==> src/hw/rtl/mbpws_pkg.sv <==
// Shared types, constants and lookup functions for the poll and write sequencer.
package mbpws_pkg;

   localparam int GROUP_COUNT = 14;
   localparam int MASK_W      = 14;
   localparam int CSR_W       = 16;
   localparam int CSR_IDX_W   = 2;
   localparam int POS_W       = 4;

   localparam logic [MASK_W-1:0] ENABLED_GROUPS_RESET = 14'h3FFF;
   localparam logic [15:0]       REPLY_TIMEOUT_RESET  = 16'd15000;
   localparam logic [15:0]       SEND_INTERVAL_RESET  = 16'd1000;

   localparam logic [CSR_IDX_W-1:0] CSR_ENABLED_GROUPS = 2'd0;
   localparam logic [CSR_IDX_W-1:0] CSR_REPLY_TIMEOUT  = 2'd1;
   localparam logic [CSR_IDX_W-1:0] CSR_SEND_INTERVAL  = 2'd2;

   localparam logic [1:0] KIND_NONE  = 2'd0;
   localparam logic [1:0] KIND_READ  = 2'd1;
   localparam logic [1:0] KIND_WRITE = 2'd2;

   localparam logic [1:0] BUS_IDLE  = 2'd0;
   localparam logic [1:0] BUS_READ  = 2'd1;
   localparam logic [1:0] BUS_WRITE = 2'd2;

   localparam logic [4:0] FC_READ_HOLDING  = 5'd3;
   localparam logic [4:0] FC_READ_INPUT    = 5'd4;
   localparam logic [4:0] FC_WRITE_MULTIPLE = 5'd16;

   typedef enum logic [1:0] {
      EVT_TICK   = 2'd0,
      EVT_REPLY  = 2'd1,
      EVT_WRITE  = 2'd2,
      EVT_UPDATE = 2'd3
   } event_type;

   typedef enum logic [2:0] {
      OP_IDLE  = 3'b001,
      OP_READ  = 3'b010,
      OP_WRITE = 3'b100
   } op_mode_type;

   typedef struct packed {
      logic [4:0]  fc;
      logic [15:0] start;
      logic [15:0] count;
   } group_type;

   typedef struct packed {
      logic [15:0] addr;
      logic [15:0] value;
      logic        skip;
   } entry_type;

   localparam int ENTRY_W = $bits(entry_type);

   typedef struct packed {
      logic [1:0]  request_kind;
      logic [4:0]  function_code;
      logic [15:0] start_register;
      logic [15:0] count_or_value;
      logic [3:0]  group_index;
      logic        timed_out;
      logic        queue_overflow;
      logic [1:0]  bus_mode;
      logic        awaiting;
   } rsp_type;

   // Fixed register group table of the ventilation unit.
   function automatic group_type group_lookup(input logic [POS_W-1:0] idx);
      group_type g;
      begin
         unique case (idx)
            4'd0:    g = '{FC_READ_INPUT,   16'd0,    16'd4};
            4'd1:    g = '{FC_READ_INPUT,   16'd100,  16'd16};
            4'd2:    g = '{FC_READ_HOLDING, 16'd100,  16'd28};
            4'd3:    g = '{FC_READ_INPUT,   16'd200,  16'd23};
            4'd4:    g = '{FC_READ_INPUT,   16'd400,  16'd10};
            4'd5:    g = '{FC_READ_HOLDING, 16'd600,  16'd6};
            4'd6:    g = '{FC_READ_INPUT,   16'd1000, 16'd4};
            4'd7:    g = '{FC_READ_INPUT,   16'd1100, 16'd5};
            4'd8:    g = '{FC_READ_INPUT,   16'd1200, 16'd7};
            4'd9:    g = '{FC_READ_INPUT,   16'd1800, 16'd1};
            4'd10:   g = '{FC_READ_INPUT,   16'd2000, 16'd12};
            4'd11:   g = '{FC_READ_HOLDING, 16'd1200, 16'd6};
            4'd12:   g = '{FC_READ_HOLDING, 16'd1000, 16'd5};
            4'd13:   g = '{FC_READ_HOLDING, 16'd200,  16'd2};
            default: g = '{5'd0, 16'd0, 16'd0};
         endcase
         return g;
      end
   endfunction

   // Index of the lowest set bit, zero when none is set.
   function automatic logic [POS_W-1:0] lowest_set(input logic [MASK_W-1:0] mask);
      logic [POS_W-1:0] r;
      begin
         r = '0;
         for (int i = MASK_W - 1; i >= 0; i--) begin
            if (mask[i]) begin
               r = POS_W'(i);
            end
         end
         return r;
      end
   endfunction

   // Enabled groups strictly above the given position.
   function automatic logic [MASK_W-1:0] groups_above(input logic [MASK_W-1:0] mask,
                                                      input logic [POS_W-1:0] pos);
      logic [MASK_W-1:0] r;
      begin
         for (int i = 0; i < MASK_W; i++) begin
            r[i] = mask[i] && (POS_W'(i) > pos);
         end
         return r;
      end
   endfunction

   function automatic logic [1:0] bus_code(input op_mode_type m);
      logic [1:0] r;
      begin
         unique case (m)
            OP_READ:  r = BUS_READ;
            OP_WRITE: r = BUS_WRITE;
            default:  r = BUS_IDLE;
         endcase
         return r;
      end
   endfunction

endpackage

==> src/hw/rtl/mbpws_ram.sv <==
// Generic single-write, single-read RAM with registered read data.
module mbpws_ram #(
   parameter int WIDTH = 33,
   parameter int DEPTH = 8
) (
   input  logic                                      clock,
   input  logic                                      wr_en,
   input  logic [((DEPTH > 1) ? $clog2(DEPTH) : 1)-1:0] wr_addr,
   input  logic [WIDTH-1:0]                          wr_data,
   input  logic [((DEPTH > 1) ? $clog2(DEPTH) : 1)-1:0] rd_addr,
   output logic [WIDTH-1:0]                          rd_data
);

   logic [WIDTH-1:0] mem_ff [DEPTH];
   logic [WIDTH-1:0] rd_data_ff;

   always_ff @(posedge clock) begin
      if (wr_en) begin
         mem_ff[wr_addr] <= wr_data;
      end
      rd_data_ff <= mem_ff[rd_addr];
   end

   assign rd_data = rd_data_ff;

endmodule

==> src/hw/rtl/modbus_poll_write_sequencer_core.sv <==
// Top level of the bus poll and write sequencer: event handling, write queue and result buffer.
//
//   channel  direction  handshake            payload
//   req_     in         req_valid/req_stall  mode, now_ms, reg_address, reg_value, skip_reply
//   rsp_     out        rsp_valid/rsp_stall  request_kind ... awaiting, one per transaction
//   csr_     in         csr_write_enable     csr_index, csr_wdata
//
// Every transaction is handled in the cycle it is accepted; its result is registered (output
// register or skid) and shown on rsp_; one transaction per cycle holds while rsp_stall is low.
// The write queue sits in a RAM with a one-entry lookahead of the head, fed by the
// registered read port and a write-to-read forwarding path.
// A two-entry result buffer (output register plus skid) lets one more transaction in
// while a result is stalled; req_stall rises only when both entries are full.
// Reset is synchronous and ready in the next cycle; queue contents need no clearing.
module modbus_poll_write_sequencer_core #(
   parameter int QUEUE_DEPTH = 8
) (
   input  logic                            clock,
   input  logic                            reset,

   input  logic                            req_valid,
   output logic                            req_stall,
   input  logic [1:0]                      req_mode,
   input  logic [31:0]                     req_now_ms,
   input  logic [15:0]                     req_reg_address,
   input  logic [15:0]                     req_reg_value,
   input  logic                            req_skip_reply,

   output logic                            rsp_valid,
   input  logic                            rsp_stall,
   output logic [1:0]                      rsp_request_kind,
   output logic [4:0]                      rsp_function_code,
   output logic [15:0]                     rsp_start_register,
   output logic [15:0]                     rsp_count_or_value,
   output logic [3:0]                      rsp_group_index,
   output logic                            rsp_timed_out,
   output logic                            rsp_queue_overflow,
   output logic [1:0]                      rsp_bus_mode,
   output logic                            rsp_awaiting,

   input  logic                            csr_write_enable,
   input  logic [mbpws_pkg::CSR_IDX_W-1:0] csr_index,
   input  logic [mbpws_pkg::CSR_W-1:0]     csr_wdata
);

   localparam int PTR_W  = (QUEUE_DEPTH > 1) ? $clog2(QUEUE_DEPTH) : 1;
   localparam int FILL_W = $clog2(QUEUE_DEPTH + 1);
   localparam logic [PTR_W-1:0]  PTR_LAST = PTR_W'(QUEUE_DEPTH - 1);
   localparam logic [FILL_W-1:0] FILL_MAX = FILL_W'(QUEUE_DEPTH);

   // configuration
   logic [mbpws_pkg::MASK_W-1:0] enabled_groups_ff, enabled_groups_in;
   logic [15:0]                  reply_timeout_ff, reply_timeout_in;
   logic [15:0]                  send_interval_ff, send_interval_in;

   // sequencer state
   mbpws_pkg::op_mode_type       op_mode_ff, op_mode_in;
   logic                         pending_ff, pending_in;
   logic [31:0]                  last_send_ff, last_send_in;
   logic [mbpws_pkg::POS_W-1:0]  read_pos_ff, read_pos_in;
   logic [FILL_W-1:0]            fill_ff, fill_in;
   logic [PTR_W-1:0]             head_ff, head_in;
   logic [PTR_W-1:0]             tail_ff, tail_in;

   // queue head lookahead
   logic                         fwd_ff, fwd_in;
   mbpws_pkg::entry_type         fwd_data_ff;
   logic [mbpws_pkg::ENTRY_W-1:0] ram_rd_data;
   mbpws_pkg::entry_type         head_entry;
   mbpws_pkg::entry_type         new_entry;
   logic                         ram_wr_en;

   // result buffer
   logic                         out_valid_ff, out_valid_in;
   mbpws_pkg::rsp_type           out_ff, out_in;
   logic                         skid_valid_ff, skid_valid_in;
   mbpws_pkg::rsp_type           skid_ff, skid_in;

   logic                         accept;
   logic                         out_free;
   mbpws_pkg::rsp_type           result;

   assign accept    = req_valid && !skid_valid_ff;
   assign req_stall = skid_valid_ff;

   assign new_entry.addr  = req_reg_address;
   assign new_entry.value = req_reg_value;
   assign new_entry.skip  = req_skip_reply;

   assign head_entry = fwd_ff ? fwd_data_ff : mbpws_pkg::entry_type'(ram_rd_data);

   always_comb begin
      logic [31:0]                  since;
      logic [31:0]                  since_tick;
      logic                         do_tick;
      logic [mbpws_pkg::MASK_W-1:0] above;
      mbpws_pkg::group_type         grp;
      mbpws_pkg::entry_type         pop_entry;

      op_mode_in   = op_mode_ff;
      pending_in   = pending_ff;
      last_send_in = last_send_ff;
      read_pos_in  = read_pos_ff;
      fill_in      = fill_ff;
      head_in      = head_ff;
      tail_in      = tail_ff;
      ram_wr_en    = 1'b0;
      result       = '0;
      do_tick      = 1'b0;
      since        = req_now_ms - last_send_ff;
      since_tick   = since;
      above        = mbpws_pkg::groups_above(enabled_groups_ff, read_pos_ff);
      grp          = mbpws_pkg::group_lookup(read_pos_ff);
      // an empty queue pops the entry that arrives in this very transaction
      pop_entry    = (fill_ff == '0) ? new_entry : head_entry;

      if (accept) begin
         unique case (mbpws_pkg::event_type'(req_mode))
            mbpws_pkg::EVT_TICK: begin
               do_tick = 1'b1;
            end
            mbpws_pkg::EVT_REPLY: begin
               pending_in = 1'b0;
               if (op_mode_ff == mbpws_pkg::OP_READ) begin
                  if (above != '0) begin
                     read_pos_in = mbpws_pkg::lowest_set(above);
                  end else begin
                     read_pos_in = mbpws_pkg::lowest_set(enabled_groups_ff);
                     op_mode_in  = mbpws_pkg::OP_IDLE;
                  end
               end
               if (fill_ff != '0) begin
                  op_mode_in = mbpws_pkg::OP_WRITE;
               end
            end
            mbpws_pkg::EVT_WRITE: begin
               if (fill_ff >= FILL_MAX) begin
                  result.queue_overflow = 1'b1;
               end else begin
                  ram_wr_en = 1'b1;
                  tail_in   = (tail_ff == PTR_LAST) ? '0 : tail_ff + 1'b1;
                  fill_in   = fill_ff + 1'b1;
               end
               if (op_mode_ff == mbpws_pkg::OP_IDLE) begin
                  op_mode_in = mbpws_pkg::OP_WRITE;
                  do_tick    = 1'b1;
               end
            end
            mbpws_pkg::EVT_UPDATE: begin
               if (op_mode_ff == mbpws_pkg::OP_IDLE) begin
                  op_mode_in = mbpws_pkg::OP_READ;
                  pending_in = 1'b0;
               end
            end
            default: begin
            end
         endcase

         if (do_tick) begin
            // timeout check comes before any send decision
            if (pending_in && (since_tick > {16'd0, reply_timeout_ff})) begin
               pending_in       = 1'b0;
               op_mode_in       = mbpws_pkg::OP_READ;
               fill_in          = '0;
               head_in          = '0;
               tail_in          = '0;
               result.timed_out = 1'b1;
            end
            if (!pending_in && !(since_tick < {16'd0, send_interval_ff})) begin
               last_send_in = req_now_ms;
               unique case (op_mode_in)
                  mbpws_pkg::OP_READ: begin
                     if ((read_pos_ff < mbpws_pkg::POS_W'(mbpws_pkg::GROUP_COUNT)) &&
                         enabled_groups_ff[read_pos_ff]) begin
                        pending_in            = 1'b1;
                        result.request_kind   = mbpws_pkg::KIND_READ;
                        result.function_code  = grp.fc;
                        result.start_register = grp.start;
                        result.count_or_value = grp.count;
                        result.group_index    = read_pos_ff;
                     end else begin
                        pending_in = 1'b0;
                     end
                  end
                  mbpws_pkg::OP_WRITE: begin
                     if (fill_in != '0) begin
                        result.request_kind   = mbpws_pkg::KIND_WRITE;
                        result.function_code  = mbpws_pkg::FC_WRITE_MULTIPLE;
                        result.start_register = pop_entry.addr;
                        result.count_or_value = pop_entry.value;
                        pending_in            = !pop_entry.skip;
                        head_in               = (head_ff == PTR_LAST) ? '0 : head_ff + 1'b1;
                        fill_in               = fill_in - 1'b1;
                     end else begin
                        op_mode_in = mbpws_pkg::OP_READ;
                     end
                  end
                  default: begin
                     pending_in = 1'b0;
                  end
               endcase
            end
         end
      end

      result.bus_mode = mbpws_pkg::bus_code(op_mode_in);
      result.awaiting = pending_in;
   end

   // forward a write that lands on the entry being read this cycle
   assign fwd_in = ram_wr_en && (tail_ff == head_in);

   always_comb begin
      enabled_groups_in = enabled_groups_ff;
      reply_timeout_in  = reply_timeout_ff;
      send_interval_in  = send_interval_ff;
      if (csr_write_enable) begin
         unique case (csr_index)
            mbpws_pkg::CSR_ENABLED_GROUPS: enabled_groups_in = csr_wdata[mbpws_pkg::MASK_W-1:0];
            mbpws_pkg::CSR_REPLY_TIMEOUT:  reply_timeout_in  = csr_wdata;
            mbpws_pkg::CSR_SEND_INTERVAL:  send_interval_in  = csr_wdata;
            default: begin
            end
         endcase
      end
   end

   // result buffer: output register with a skid entry behind it
   assign out_free = !out_valid_ff || !rsp_stall;

   always_comb begin
      out_valid_in  = out_valid_ff;
      out_in        = out_ff;
      skid_valid_in = skid_valid_ff;
      skid_in       = skid_ff;
      if (out_free) begin
         if (skid_valid_ff) begin
            out_valid_in  = 1'b1;
            out_in        = skid_ff;
            skid_valid_in = 1'b0;
         end else begin
            out_valid_in = accept;
            out_in       = result;
         end
      end else if (accept) begin
         skid_valid_in = 1'b1;
         skid_in       = result;
      end
   end

   always_ff @(posedge clock) begin
      if (reset) begin
         enabled_groups_ff <= mbpws_pkg::ENABLED_GROUPS_RESET;
         reply_timeout_ff  <= mbpws_pkg::REPLY_TIMEOUT_RESET;
         send_interval_ff  <= mbpws_pkg::SEND_INTERVAL_RESET;
         op_mode_ff        <= mbpws_pkg::OP_IDLE;
         pending_ff        <= 1'b0;
         last_send_ff      <= '0;
         read_pos_ff       <= mbpws_pkg::lowest_set(mbpws_pkg::ENABLED_GROUPS_RESET);
         fill_ff           <= '0;
         head_ff           <= '0;
         tail_ff           <= '0;
         fwd_ff            <= 1'b0;
         out_valid_ff      <= 1'b0;
         skid_valid_ff     <= 1'b0;
      end else begin
         enabled_groups_ff <= enabled_groups_in;
         reply_timeout_ff  <= reply_timeout_in;
         send_interval_ff  <= send_interval_in;
         op_mode_ff        <= op_mode_in;
         pending_ff        <= pending_in;
         last_send_ff      <= last_send_in;
         // a new enable mask restarts the scan at its first group
         if (csr_write_enable && (csr_index == mbpws_pkg::CSR_ENABLED_GROUPS)) begin
            read_pos_ff <= mbpws_pkg::lowest_set(enabled_groups_in);
         end else begin
            read_pos_ff <= read_pos_in;
         end
         fill_ff           <= fill_in;
         head_ff           <= head_in;
         tail_ff           <= tail_in;
         fwd_ff            <= fwd_in;
         out_valid_ff      <= out_valid_in;
         skid_valid_ff     <= skid_valid_in;
      end
   end

   always_ff @(posedge clock) begin
      fwd_data_ff <= new_entry;
      out_ff      <= out_in;
      skid_ff     <= skid_in;
   end

   mbpws_ram #(
      .WIDTH (mbpws_pkg::ENTRY_W),
      .DEPTH (QUEUE_DEPTH)
   ) u_queue_ram (
      .clock   (clock),
      .wr_en   (ram_wr_en),
      .wr_addr (tail_ff),
      .wr_data (new_entry),
      .rd_addr (head_in),
      .rd_data (ram_rd_data)
   );

   assign rsp_valid          = out_valid_ff;
   assign rsp_request_kind   = out_ff.request_kind;
   assign rsp_function_code  = out_ff.function_code;
   assign rsp_start_register = out_ff.start_register;
   assign rsp_count_or_value = out_ff.count_or_value;
   assign rsp_group_index    = out_ff.group_index;
   assign rsp_timed_out      = out_ff.timed_out;
   assign rsp_queue_overflow = out_ff.queue_overflow;
   assign rsp_bus_mode       = out_ff.bus_mode;
   assign rsp_awaiting       = out_ff.awaiting;

endmodule
==> config.mk <==
export PLATFORM = sky130hd
export DESIGN_NAME = modbus_poll_write_sequencer_core
export DESIGN_NICKNAME = d
export VERILOG_FILES = /design/src/hw/rtl/mbpws_pkg.sv /design/src/hw/rtl/mbpws_ram.sv /design/src/hw/rtl/modbus_poll_write_sequencer_core.sv
export SDC_FILE = /design/constraint.sdc
export NUM_CORES = 1
export LEC_CHECK = 0
export ABC_AREA = 1
export CAP_MARGIN = 20
export CORE_MARGIN = 5
export CORE_UTILIZATION = 58
export DETAILED_ROUTE_END_ITERATION = 8
export DONT_BUFFER_PORTS = 1
export GPL_TIMING_DRIVEN = 1
export PLACE_DENSITY_LB_ADDON = 0.12
export SLEW_MARGIN = 10
export SYNTH_ARGS = -nofsm -noshare
export SYNTH_HDL_FRONTEND = slang
export SYNTH_SLANG_ARGS = --single-unit
==> constraint.sdc <==
create_clock -name clock -period 5.8 [get_ports clock]
set_input_delay 1.74 -clock clock [delete_from_list [all_inputs] [get_ports clock]]
set_output_delay 1.74 -clock clock [all_outputs]
set_load 0.01 [all_outputs]
**Yosys cells after proc, flatten, opt, wreduce, memory -nomap -nowiden**

Memory sizes are Yosys's and may differ from the RTL's. A register that Yosys moved wholly into a read port is not among the register bits.
Index checks and enable logic that the tools add are counted.

- ROM bits: 272
- Logic and storage cells: 240
- Memories: 2
- Memory bits (writable): 264
- Input port bits: 90
- Output and inout port bits: 50
- Bits in registers: 228

Memory list:

| memory | depth | bits a word | read ports | clocked after memory_dff | wr ports | RTL line | RTL |
|---|---|---|---|---|---|---|---|
| (no name shown) | 16 | 17 | 1 | 1 | 0 | mbpws_pkg.sv:73 | `unique case (idx)` |
| u_queue_ram.mem_ff | 8 | 33 | 1 | 1 | 1 | mbpws_ram.sv:14 | `logic [WIDTH-1:0] mem_ff [DEPTH];` |

- Multiplexer cells: 123
- Add/sub/neg operators: 5
- Bitwise logic cells: 1
- Equality and inequality tests: 14
- Reduce and logical (&&, ||, !) cells: 42
- $lt $le $gt $ge: 19

Operator list:

| cell | count |
|---|---|
| 2-to-1 mux 4 bit | 59 |
| case mux 39 bit (2 select lines) | 1 |
| 2-to-1 mux 3 bit | 25 |
| 2-to-1 mux 33 bit | 2 |
| 2-to-1 mux 48 bit | 1 |
| 2-to-1 mux 45 bit | 1 |
| 2-to-1 mux 44 bit | 1 |
| 2-to-1 mux 43 bit | 1 |
| 2-to-1 mux 42 bit | 1 |
| 2-to-1 mux 39 bit | 1 |
| greater-than comparator 32 x 16 -> 1 bit | 1 |
| less-than comparator 32 x 16 -> 1 bit | 1 |
| subtractor 32 bit | 1 |
| 2-to-1 mux 14 bit | 2 |
| greater-than comparator 4 bit, first input constant | 6 |
| 2-to-1 mux 1 bit | 22 |
| logical AND 1 bit | 20 |
| greater-than comparator 3 x 4 -> 1 bit, first input constant | 4 |
| nonzero test 14 bit | 1 |
| == test 3 bit, second input constant | 4 |
| == test 3 x 2 -> 1 bit, second input constant | 3 |
| case mux 3 bit (3 select lines) | 1 |
| greater-than comparator 1 x 4 -> 1 bit, first input constant | 2 |
| greater-than comparator 2 x 4 -> 1 bit, first input constant | 2 |
| other kinds (23) | 41 |

**Longest topological paths before layout**

Gate-level depths: netlist of run 1.

- Depth in word-level cells: 23
- Mapped depth: 39
- Gate-level depth less buffers: 36

**Cells and area by module**

From an unflattened synthesis of run 1, not the netlist that was laid out.

- Cell total of the unflattened synthesis: 3140
- Area total of the unflattened synthesis: 26221.4 um2

Modules (own cells, without submodules):

| module | sequential area each (um2) | area each (um2) | cells each | instances |
|---|---|---|---|---|
| modbus_poll_write_sequencer_core | 5665.4 | 13994.7 | 1948 | 1 |
| mbpws_ram | 8588.2 | 12226.7 | 1192 | 1 |

**Least setup slack after synthesis of run 1**

No wires, ideal clock.

- Path kind: input port to flip-flop
- From: input port req_now_ms[0]
- To: register u_queue_ram.rd_data_ff[10], in the netlist u_queue_ram.rd_data[10] (read register of u_queue_ram.mem_ff)
- Setup slack: 0.072 ns
- Data required time: 5.688 ns
- Setup time: 0.112 ns
- Data arrival time: 5.616 ns
- Buffers on the path: 3
- Cell stages on the path: 35
- Cells stage by stage: inv_1 -> ha_1 -> fa_1 -> inv_1 -> nand2_1 -> nand3_1 -> nand2_1 -> nand2_1 -> xor2_1 -> ha_1 -> nand2_1 -> inv_1 -> nand3_1 -> nor4_1 -> nand4_1 -> nand2_1 -> nand3_1 -> nand2_2 -> buf_2 -> inv_1 -> nor2_1 -> inv_1 -> ha_1 -> nand2_1 -> nand3_4 -> nand2_2 -> nand3_4 -> nand2_2 -> buf_6 -> buf_4 -> nand2_1 -> nand3_1 -> nand2_1 -> nand2_1 -> nand2_1

- Cells in the longest elaborated chain, start to end: 12
- Elaborated cells between the ends (all ways): 24
- Those cells by class: add/sub: 1; order compare: 2; eq/ne: 1; mux: 15; reduce/logical: 5

RTL lines:

| what | RTL line | RTL |
|---|---|---|
| start: declaration | modbus_poll_write_sequencer_core.sv:24 | `input logic [31:0] req_now_ms,` |
| subtractor 32 bit (*) | modbus_poll_write_sequencer_core.sv:110 | `since = req_now_ms - last_send_ff;` |
| greater-than comparator 32 x 16 -> 1 bit | modbus_poll_write_sequencer_core.sv:161 | `if (pending_in && (since_tick > {16'd0, reply_timeout_ff})) begin` |
| logical AND 1 bit | modbus_poll_write_sequencer_core.sv:161 |  |
| 2-to-1 mux 4 bit | modbus_poll_write_sequencer_core.sv:161 |  |
| 2-to-1 mux 4 bit | modbus_poll_write_sequencer_core.sv:159 | `if (do_tick) begin` |
| 2-to-1 mux 4 bit | modbus_poll_write_sequencer_core.sv:117 | `if (accept) begin` |
| nonzero test 4 bit | modbus_poll_write_sequencer_core.sv:186 | `if (fill_in != '0) begin` |
| 2-to-1 mux 3 bit | modbus_poll_write_sequencer_core.sv:186 |  |
| 2-to-1 mux 3 bit | modbus_poll_write_sequencer_core.sv:171 | `unique case (op_mode_in)` |
| 2-to-1 mux 3 bit (*) | modbus_poll_write_sequencer_core.sv:169 | `if (!pending_in && !(since_tick < {16'd0, send_interval_ff})) begin` |
| 2-to-1 mux 3 bit (*) | modbus_poll_write_sequencer_core.sv:159 |  |
| 2-to-1 mux 3 bit (*) | modbus_poll_write_sequencer_core.sv:117 |  |
| end: declaration | mbpws_ram.sv:15 | `logic [WIDTH-1:0] rd_data_ff;` |

Every way passes the cells marked *; elsewhere a longest branch is shown, timed or not. The select of a mux whose other input is x is not followed.
A chain may end at the register's enable or synchronous reset.

**Final worst setup path of run 1**

- From: input port req_now_ms[0]
- To: register u_queue_ram.rd_data_ff[19], in the netlist u_queue_ram.rd_data[19] (read register of u_queue_ram.mem_ff)

Same word-level chain as after synthesis.

==> summary.md, run 1 <==
| Metric | Value |
|---|---|
| Post-route ant nets | `0` |
| Sequential power share | `45.7%` |
| Worst R2R Path Depth | `32` |
| Placer congestion estimate | `~0.92` |
| Clock sink count | `~540` |
| Ys async rst share | `0%` |
| Worst Hold Class | `reg -> reg` |
| Design area | `29300 um2` |
| Leakage | `approximately 0.013 uW` |
| Maximum VDD drop | `0.000344 V` |
| Internal power | `~6900 uW` |
| Worst-path clk slew | `~60 ps` |
| Initial antenna violation count | `0` |
| GRT overflow | `0` |
| CP Data Required Time | `around 6300 ps` |
| Rows | `77` |
| Slew @ Worst Pin | `1040 ps` |
| CP max stage delay | `~400 ps` |
| DRC Markers | `0` |
| Vias in the first global route | `~19000` |
| Max_cap viols | `0` |
| DR iter-0 viols | `1714` |
| Most used cell, CP | `nand2_1` |
| RSZ-0062 raised after global routing | `false` |
| CTS root buffer | `clkbuf_16` |
| #FFs+latches synth | `around 540` |
| Critical setup path kind | `in -> reg` |
| Slew margin rel. | `29.9%` |
| Commonest non-fill, non-tap cell in the layout | `nand2_1` |
| Final setup viols | `0` |
| CP arrival | `slightly below 6000 ps` |
| Final-layout fill cell count | `between 3000 and 4000` |
| Commonest non-fill, non-tap cells in the layout | `nand2_1, inv_1, edfxtp_1, nand3_1, dfxtp_1` |
| Die Area | `approximately 49000 um2` |
| Worst slack, placed | `-286 ps` |
| Sequential fraction of the synthesis area | `approximately 55%` |
| Total Power | `9350 uW` |
| Yosys warning total | `0` |
| Endpoints failing hold | `0` |
| HP Start | `last_send_ff[20]` |
| Critical path's top delay family | `simple AND/OR/NAND/NOR gates` |
| Cells after Synth | `between 3000 and 4000` |
| Final period util | `92.8%` |
| DP Area | `about 27000 um2` |
| GRT met2 Usage | `40.1%` |
| Critical R2R Capture | `u_queue_ram.rd_data[19]` |
| Hold Path Stages | `2` |
| Dpl hpwl | `42100 um` |
| Synth Flop Type | `edfxtp_1` |
| Global-route wire length before repair | `101000 um` |
| Die Wd | `roughly 220 um` |
| Area grow syn2layout | `12.9%` |
| DR WL/cell | `16.9 um` |
| Mean Syn Cell Area | `8.55 um2` |
| Tmin final | `between 5000 and 6000 ps` |
| Most crowded layer after global routing | `met2` |
| Worst setup EP type | `flip-flop` |
| FF-to-FF setup slack | `between 1000 and 1500 ps` |
| CP max stage cell | `fa_1` |
| Pin count of the biggest net entering global routing | `82` |
| Drt pass-1 iters | `6` |
| Reg2Reg Launch Point | `last_send_ff[12]` |
| Core area | `between 40000 and 50000 um2` |
| Worst setup SP type | `primary input` |
| Fmax | `around 190 MHz` |
| Post-synth cell types | `56` |
| I/O Buffers | `0` |
| Setup TNS | `0 ps` |
| Post-Syn Nets | `around 3200` |
| Power Density | `between 300 and 400 nW/um2` |
| Met1 GRT Util | `between 30% and 40%` |
| M3 GR Usage | `3.88%` |
| DIE HEIGHT | `between 200 and 250 um` |
| Logic pwr share | `roughly 15%` |
| Synth Cell Area | `between 20000 and 30000 um2` |
| Setup ws final | `between 400 and 500 ps` |
| EDFF count, synth | `354` |
| GRT Total Usage | `between 20% and 30%` |
| Clock group share of total power | `39.7%` |
| Post-CTS Repair Setup Buffers | `0` |
| Fin. max-slew vios | `0` |
| Vias | `19900` |
| Layout Nets | `~3300` |
| Via/cell ratio | `~5.3` |
| CP max FO | `27` |
| Fin Clk Skew | `~27 ps` |
| Hold endpoint | `last_send_ff[20]` |
| # IOs | `140` |
| Status | `completed` |
| CTS tree | `yes` |
| Layout cell share with drive strength beyond 1 | `around 8.6%` |
| Num CTS Buffers | `54` |
| Initial Utilization | `around 60%` |
| CTS max path bufs | `3` |
| Sw Pwr | `2440 uW` |
| Sw frac | `26.1%` |
| Clk_lat worst skew | `630 ps` |
| Routed WL | `approximately 63000 um` |
| H-tree depth | `2` |
| CP Buf/Inv Count | `6` |
==> synthesized netlist by cell type, types with 2 or more instances <==
master | n | area share, %
nor2_2 | 2 | 0.048
ha_1 | 76 | 3.7
mux2i_1 | 20 | 0.77
nor4_1 | 4 | 0.096
buf_2 | 26 | 0.50
xor2_1 | 15 | 0.51
nand2_2 | 6 | 0.14
buf_4 | 12 | 0.35
nor2_1 | 156 | 2.3
inv_1 | 549 | 7.9
inv_2 | 16 | 0.23
nand2_1 | 779 | 11
nand3_1 | 321 | 6.2
o21ai_1 | 2 | 0.039
mux2_2 | 13 | 0.56
o311ai_0 | 2 | 0.067
o21bai_1 | 5 | 0.14
o21a_1 | 4 | 0.12
a21boi_0 | 2 | 0.058
a21oi_1 | 110 | 2.1
nand3_4 | 2 | 0.13
buf_1 | 12 | 0.17
a41oi_1 | 2 | 0.067
o221ai_1 | 3 | 0.10
a211oi_1 | 3 | 0.087
o211ai_1 | 26 | 0.75
nand3b_1 | 7 | 0.20
clkbuf_1 | 66 | 0.95
a22oi_1 | 14 | 0.40
a31oi_1 | 7 | 0.17
o21ai_0 | 178 | 3.4
o2111ai_1 | 3 | 0.10
nand4_1 | 11 | 0.27
xnor2_1 | 2 | 0.067
nor3_2 | 2 | 0.077
clkinv_1 | 8 | 0.12
dfxtp_1 | 181 | 14
nor3_1 | 18 | 0.35
edfxtp_1 | 354 | 41
==> power by group through the flow <==
stage          registers [uW]  logic, uW  clock network [uW]
2_1_floorplan            4330        901                   0
6_report                 4270       1370                3710
4_1_cts                  4270       1360                3770
5_1_grt                  4290       1540                3940
3_5_place_dp             4360       1350                   0
3_3_place_gp             4350       1320                   0
==> cell type report <==
cell class / count / area, um2 / share of cell area [%]
Sequential cell: 535 / 14300 / 48.6
Multi-Input combinational cell: 1811 / 9130 / 31.1
Inverter: 573 / 2150 / 7.34
Clock buffer: 70 / 1500 / 5.13
Timing Repair Buffer: 117 / 1100 / 3.76
Tap cell: 592 / 741 / 2.53
Clock inverter: 31 / 432 / 1.47
Antenna cell: 1 / 2.50 / 0.00854
==> cell families (layout without fill, tap and decap cells) <==
| logic type | after synthesis | after routing | share of synthesized area, % |
|---|---|---|---|
| compound gates | 371 | 371 | 7.98 |
| simple gates | 1312 | 1312 | 21.2 |
| mux | 33 | 33 | 1.33 |
| xor+xnor | 17 | 17 | 0.574 |
| fa+ha+maj | 77 | 77 | 3.74 |
| buf+inv | 690 | 791 | 10.3 |
| flops | 535 | 535 | 54.9 |
| other cells | 1 | 2 | 0.0144 |
==> worst register-to-register path: cells and delay by family, from the launching register on <==
kind	cells	cell delay (ps)
AND/OR/NAND/NOR	22	2600
buffers and inverters	6	580
XOR/XNOR	1	110
adder cells (fa/ha/maj)	3	880
flip-flops	1	310
==> layer usage <==
| layer | routed length (um) | up-vias |
|---|---|---|
| met4 | 1190 | 0 |
| met2 | 28900 | 601 |
| met1 | 28600 | 9343 |
| met3 | 4430 | 84 |
| li1 | - | 9919 |
| met5 | 0 | - |
==> how the worst max path moves through the flow <==
| stage | start | end | slack [ps] | cells past startpoint |
|---|---|---|---|---|
| 2_1_floorplan | req_now_ms[0] | u_queue_ram.rd_data[10] | 70 | 35 |
| 3_3_place_gp | req_now_ms[12] | rsp_group_index[0] | -300 | 25 |
| 3_5_place_dp | req_now_ms[12] | rsp_group_index[3] | -290 | 25 |
| 4_1_cts | req_now_ms[12] | rsp_group_index[3] | 320 | 25 |
| 5_1_grt | req_now_ms[0] | u_queue_ram.rd_data[19] | 10 | 33 |
| 6_report | req_now_ms[0] | u_queue_ram.rd_data[19] | 420 | 34 |
==> sequential cells by signal (all words and copies together) (netlist names), 2 cells and up, named ones only <==
name	cells
reply_timeout_ff	16
read_pos_ff	4
head_ff	3
rsp_start_register	16
tail_ff	3
rsp_count_or_value	16
send_interval_ff	16
skid_ff	45
u_queue_ram.mem_ff	264
u_queue_ram.rd_data	33
op_mode_ff	3
fwd_data_ff	33
rsp_group_index	4
enabled_groups_ff	14
rsp_function_code	2
rsp_bus_mode	2
last_send_ff	32
rsp_request_kind	2
fill_ff	4
==> repair_timing <==
| item | in CTS | in global routing |
|---|---|---|
| resized for setup | 0 | 4 |
| hold buffers | 0 | 0 |
| setup endpoints to repair | 0 | 14 |
==> stage by stage <==
stage | std cells | util, % | hold slack, ps
CTS | 3729 | 66.2 | 460
detailed placement | 3628 | 61.9 | 452
finish | 3730 | 66.3 | 456
global placement | 3627 | 61.8 | 444
global route | 3729 | 66.3 | 481
floorplan | 3036 | - | 433
(Power assumes the default switching activity.)
==> run 2, diff against run 1 <==
--- a/config.mk
+++ b/config.mk
@@ -6,11 +6,11 @@
 export NUM_CORES = 1
 export LEC_CHECK = 0
 export ABC_AREA = 1
+export BUFFER_PORTS_ARGS = -buffer_cell sky130_fd_sc_hd__buf_2
 export CAP_MARGIN = 20
 export CORE_MARGIN = 5
-export CORE_UTILIZATION = 58
+export CORE_UTILIZATION = 56
 export DETAILED_ROUTE_END_ITERATION = 8
-export DONT_BUFFER_PORTS = 1
 export GPL_TIMING_DRIVEN = 1
 export PLACE_DENSITY_LB_ADDON = 0.12
 export SLEW_MARGIN = 10
==> run 2 against run 1 <==
Effect of this change: setup slack lost 62 ps; largest cell class unchanged; final cell count is 4.3% higher; core utilization is 0.34 points lower; clock skew decreased by 12 ps; die area grew 3.4%.
==> summary.md, run 2 (same netlist as run 1, synthesis figures left out) <==
| Metric | Value |
|---|---|
| CTS tree | `yes` |
| DR WL/cell | `17.0 um (+0.27%)` |
| Pin count of the biggest net entering global routing | `91 (+11%)` |
| Biggest regs | `u_queue_ram.mem_ff: 264 flops, skid_ff: 45 flops` |
| Final-layout fill cell count | `3772 (+6.2%)` |
| Worst setup SP type | `primary input` |
| Via/cell ratio | `5.28 (-1.2%)` |
| GRT overflow | `0 (unchanged)` |
| DRC Markers | `0 (unchanged)` |
| Die Area | `50800 um2 (+3.4%)` |
| Initial antenna violation count | `3 (+3)` |
| DR iter-0 viols | `1803 (+5.2%)` |
| CP max FO | `17 (-37%)` |
| Routed WL | `66000 um (+4.5%)` |
| I/O Buffers | `138 (+138)` |
| Status | `completed` |
| Initial Utilization | `57.0% (-1.7 points)` |
| Slew @ Worst Pin | `1010 ps (-30.7 ps)` |
| Die Wd | `225 um (+1.7%)` |
| Final hold slack | `456 ps (-0.111 ps)` |
| Placer congestion estimate | `0.940 (+2.4%)` |
| FF+latch area | `14300 um2 (about the same)` |
| Clock group share of total power | `37.7% (-2.0 points)` |
| Post-route ant nets | `0 (unchanged)` |
| Commonest non-fill, non-tap cells in the layout | `nand2_1, inv_1, edfxtp_1, nand3_1, dfxtp_1` |
| Vias | `20600 (+3.0%)` |
| Dpl hpwl | `43700 um (+3.7%)` |
| Power Density | `308 nW/um2 (-3.3%)` |
| Critical setup path kind | `in -> reg` |
| Vias in the first global route | `19600 (+3.2%)` |
| Met3 WL | `4670 um (+5.5%)` |
| DIE HEIGHT | `225 um (+1.7%)` |
| Highest Signal Layer | `met5` |
| Clock sink count | `535 (unchanged)` |
| Worst setup EP type | `flip-flop` |
| Most used cell, CP | `nand2_1` |
| Rows | `78 (+1.3%)` |
| Final setup viols | `0 (unchanged)` |
| Core area | `45600 um2 (+3.1%)` |
| GRT Total Usage | `25.4% (+0.28 points)` |
| Logic pwr share | `16.4% (+1.8 points)` |
| Num CTS Buffers | `54 (unchanged)` |
| Met1 WL | `29900 um (+4.7%)` |
| Area grow syn2layout | `15.8%` |
| Area of the multi-input gates | `9150 um2 (+0.26%)` |
| Worst Hold Class | `reg -> reg` |
| H-tree depth | `2 (unchanged)` |
| Maximum VDD drop | `0.000300 V (-13%)` |
| Leakage | `0.0140 uW (+4.5%)` |
| Number of flip-flops in the largest register | `264 (unchanged)` |
| Slew margin rel. | `32.0% (+2.1 points)` |
| CTS root buffer | `clkbuf_16` |
| CP max stage cell | `a21oi_1` |
| DP Area | `28200 um2 (+2.9%)` |
| Fin Clk Skew | `15.0 ps (-12.0 ps)` |
| Sw Pwr | `2510 uW (+2.9%)` |
| Setup ws final | `354 ps (-62.5 ps)` |
| CP arrival | `5960 ps (+60 ps)` |
| CP Data Required Time | `6310 ps (about the same)` |
| Total Power | `9270 uW (-0.86%)` |
| Global-route wire length before repair | `103000 um (+2.4%)` |
| Internal power | `6760 uW (-2.2%)` |
| Worst slack, placed | `-230 ps (+56.3 ps)` |
| Met2 WL | `30200 um (+4.3%)` |
| CTS max path bufs | `3 (unchanged)` |
| Sw frac | `27.1% (+0.98 points)` |
| Tmin final | `5450 ps (+62.5 ps)` |
| Commonest non-fill, non-tap cell in the layout | `nand2_1` |
| Final period util | `93.9% (+1.1 points)` |
| Endpoints failing hold | `0 (unchanged)` |
| Max_cap viols | `0 (unchanged)` |
| Fmax | `184 MHz (-1.1%)` |
| Layout Nets | `3409 (+4.6%)` |
| # IOs | `140 (unchanged)` |
| Sequential power share | `45.9% (+0.2 points)` |
| Drt pass-1 iters | `6 (unchanged)` |
| Design area | `30100 um2 (+2.5%)` |
| Setup TNS | `0 ps (unchanged)` |
| Layout cell share with drive strength beyond 1 | `12.5% (+3.9 points)` |
| Worst-path clk slew | `60 ps (about the same)` |
| CP max stage delay | `360 ps (-40 ps)` |
| Largest register by flop count | `u_queue_ram.mem_ff` |
| Clk_lat worst skew | `620 ps (about the same)` |
| Fin. max-slew vios | `0 (unchanged)` |
==> run 2: changes by cell type in the layout (fill, tap and decap cells not counted), sizes merged <==
cell      previous run  this run
clkbuf              70        79
bufinv               8         5
buf                117       264
clkinvlp             2         4
clkinv              29        25
==> run 2: worst paths after layout <==
check | start | to | slack [ps] | cells after the start
worst max-delay path | req_now_ms[10] | u_queue_ram.rd_data[21] | 350 | 31
worst min-delay path | last_send_ff[17] | last_send_ff[17] | 460 | 2
worst max register to register | last_send_ff[11] | u_queue_ram.rd_data[21] | 1240 | 31
worst min register to register | last_send_ff[17] | last_send_ff[17] | 460 | 2
==> run 2: what timing repair did <==
action | in CTS | in global routing
resized for setup | 0 | 14
setup buffers | 0 | 0
hold buffers | 0 | 0
setup endpoints to repair | 0 | 36
==> run 2: layer usage <==
| layer | GRT usage (%) | vias up |
|---|---|---|
| met5 | 0 | - |
| met4 | 5.88 | 2 |
| met3 | 3.95 | 103 |
| met2 | 40.9 | 683 |
| met1 | 36.7 | 9522 |
| li1 | - | 10200 |
==> run 2: power by group through the flow <==
stage               combinational [uW]  clock, uW  sequential [uW]
floorplan                          901          0             4330
global route                      1700       3720             4270
detailed placement                1480          0             4340
finish                            1520       3500             4260
global placement                  1440          0             4330
CTS                               1490       3550             4260
==> run 2: critical path: cells and delay by family <==
family / cells / cell delay, ps
and+or+nand+nor: 18 / 1960
buffers and inverters: 8 / 870
adders and majority gates: 3 / 840
AOI/OAI and AO/OA: 1 / 360
xor gates and xnor gates: 1 / 170
==> run 2: cell type report <==
| cell class | count | area share (%) |
|---|---|---|
| inverter | 573 | 7.17 |
| timing repair buffer | 267 | 6.54 |
| antenna | 1 | 0.00832 |
| clock inverter | 26 | 1.04 |
| tap | 600 | 2.50 |
| clock buffer | 76 | 4.87 |
| multi-input combinational | 1811 | 30.4 |
| sequential | 535 | 47.4 |
==> run 2: through the flow <==
step | util (%) | cells
2_1_floorplan | - | 3036
3_3_place_gp | 61.7 | 3782
3_5_place_dp | 61.8 | 3783
4_1_cts | 65.7 | 3885
5_1_grt | 66.0 | 3889
6_report | 66.0 | 3889
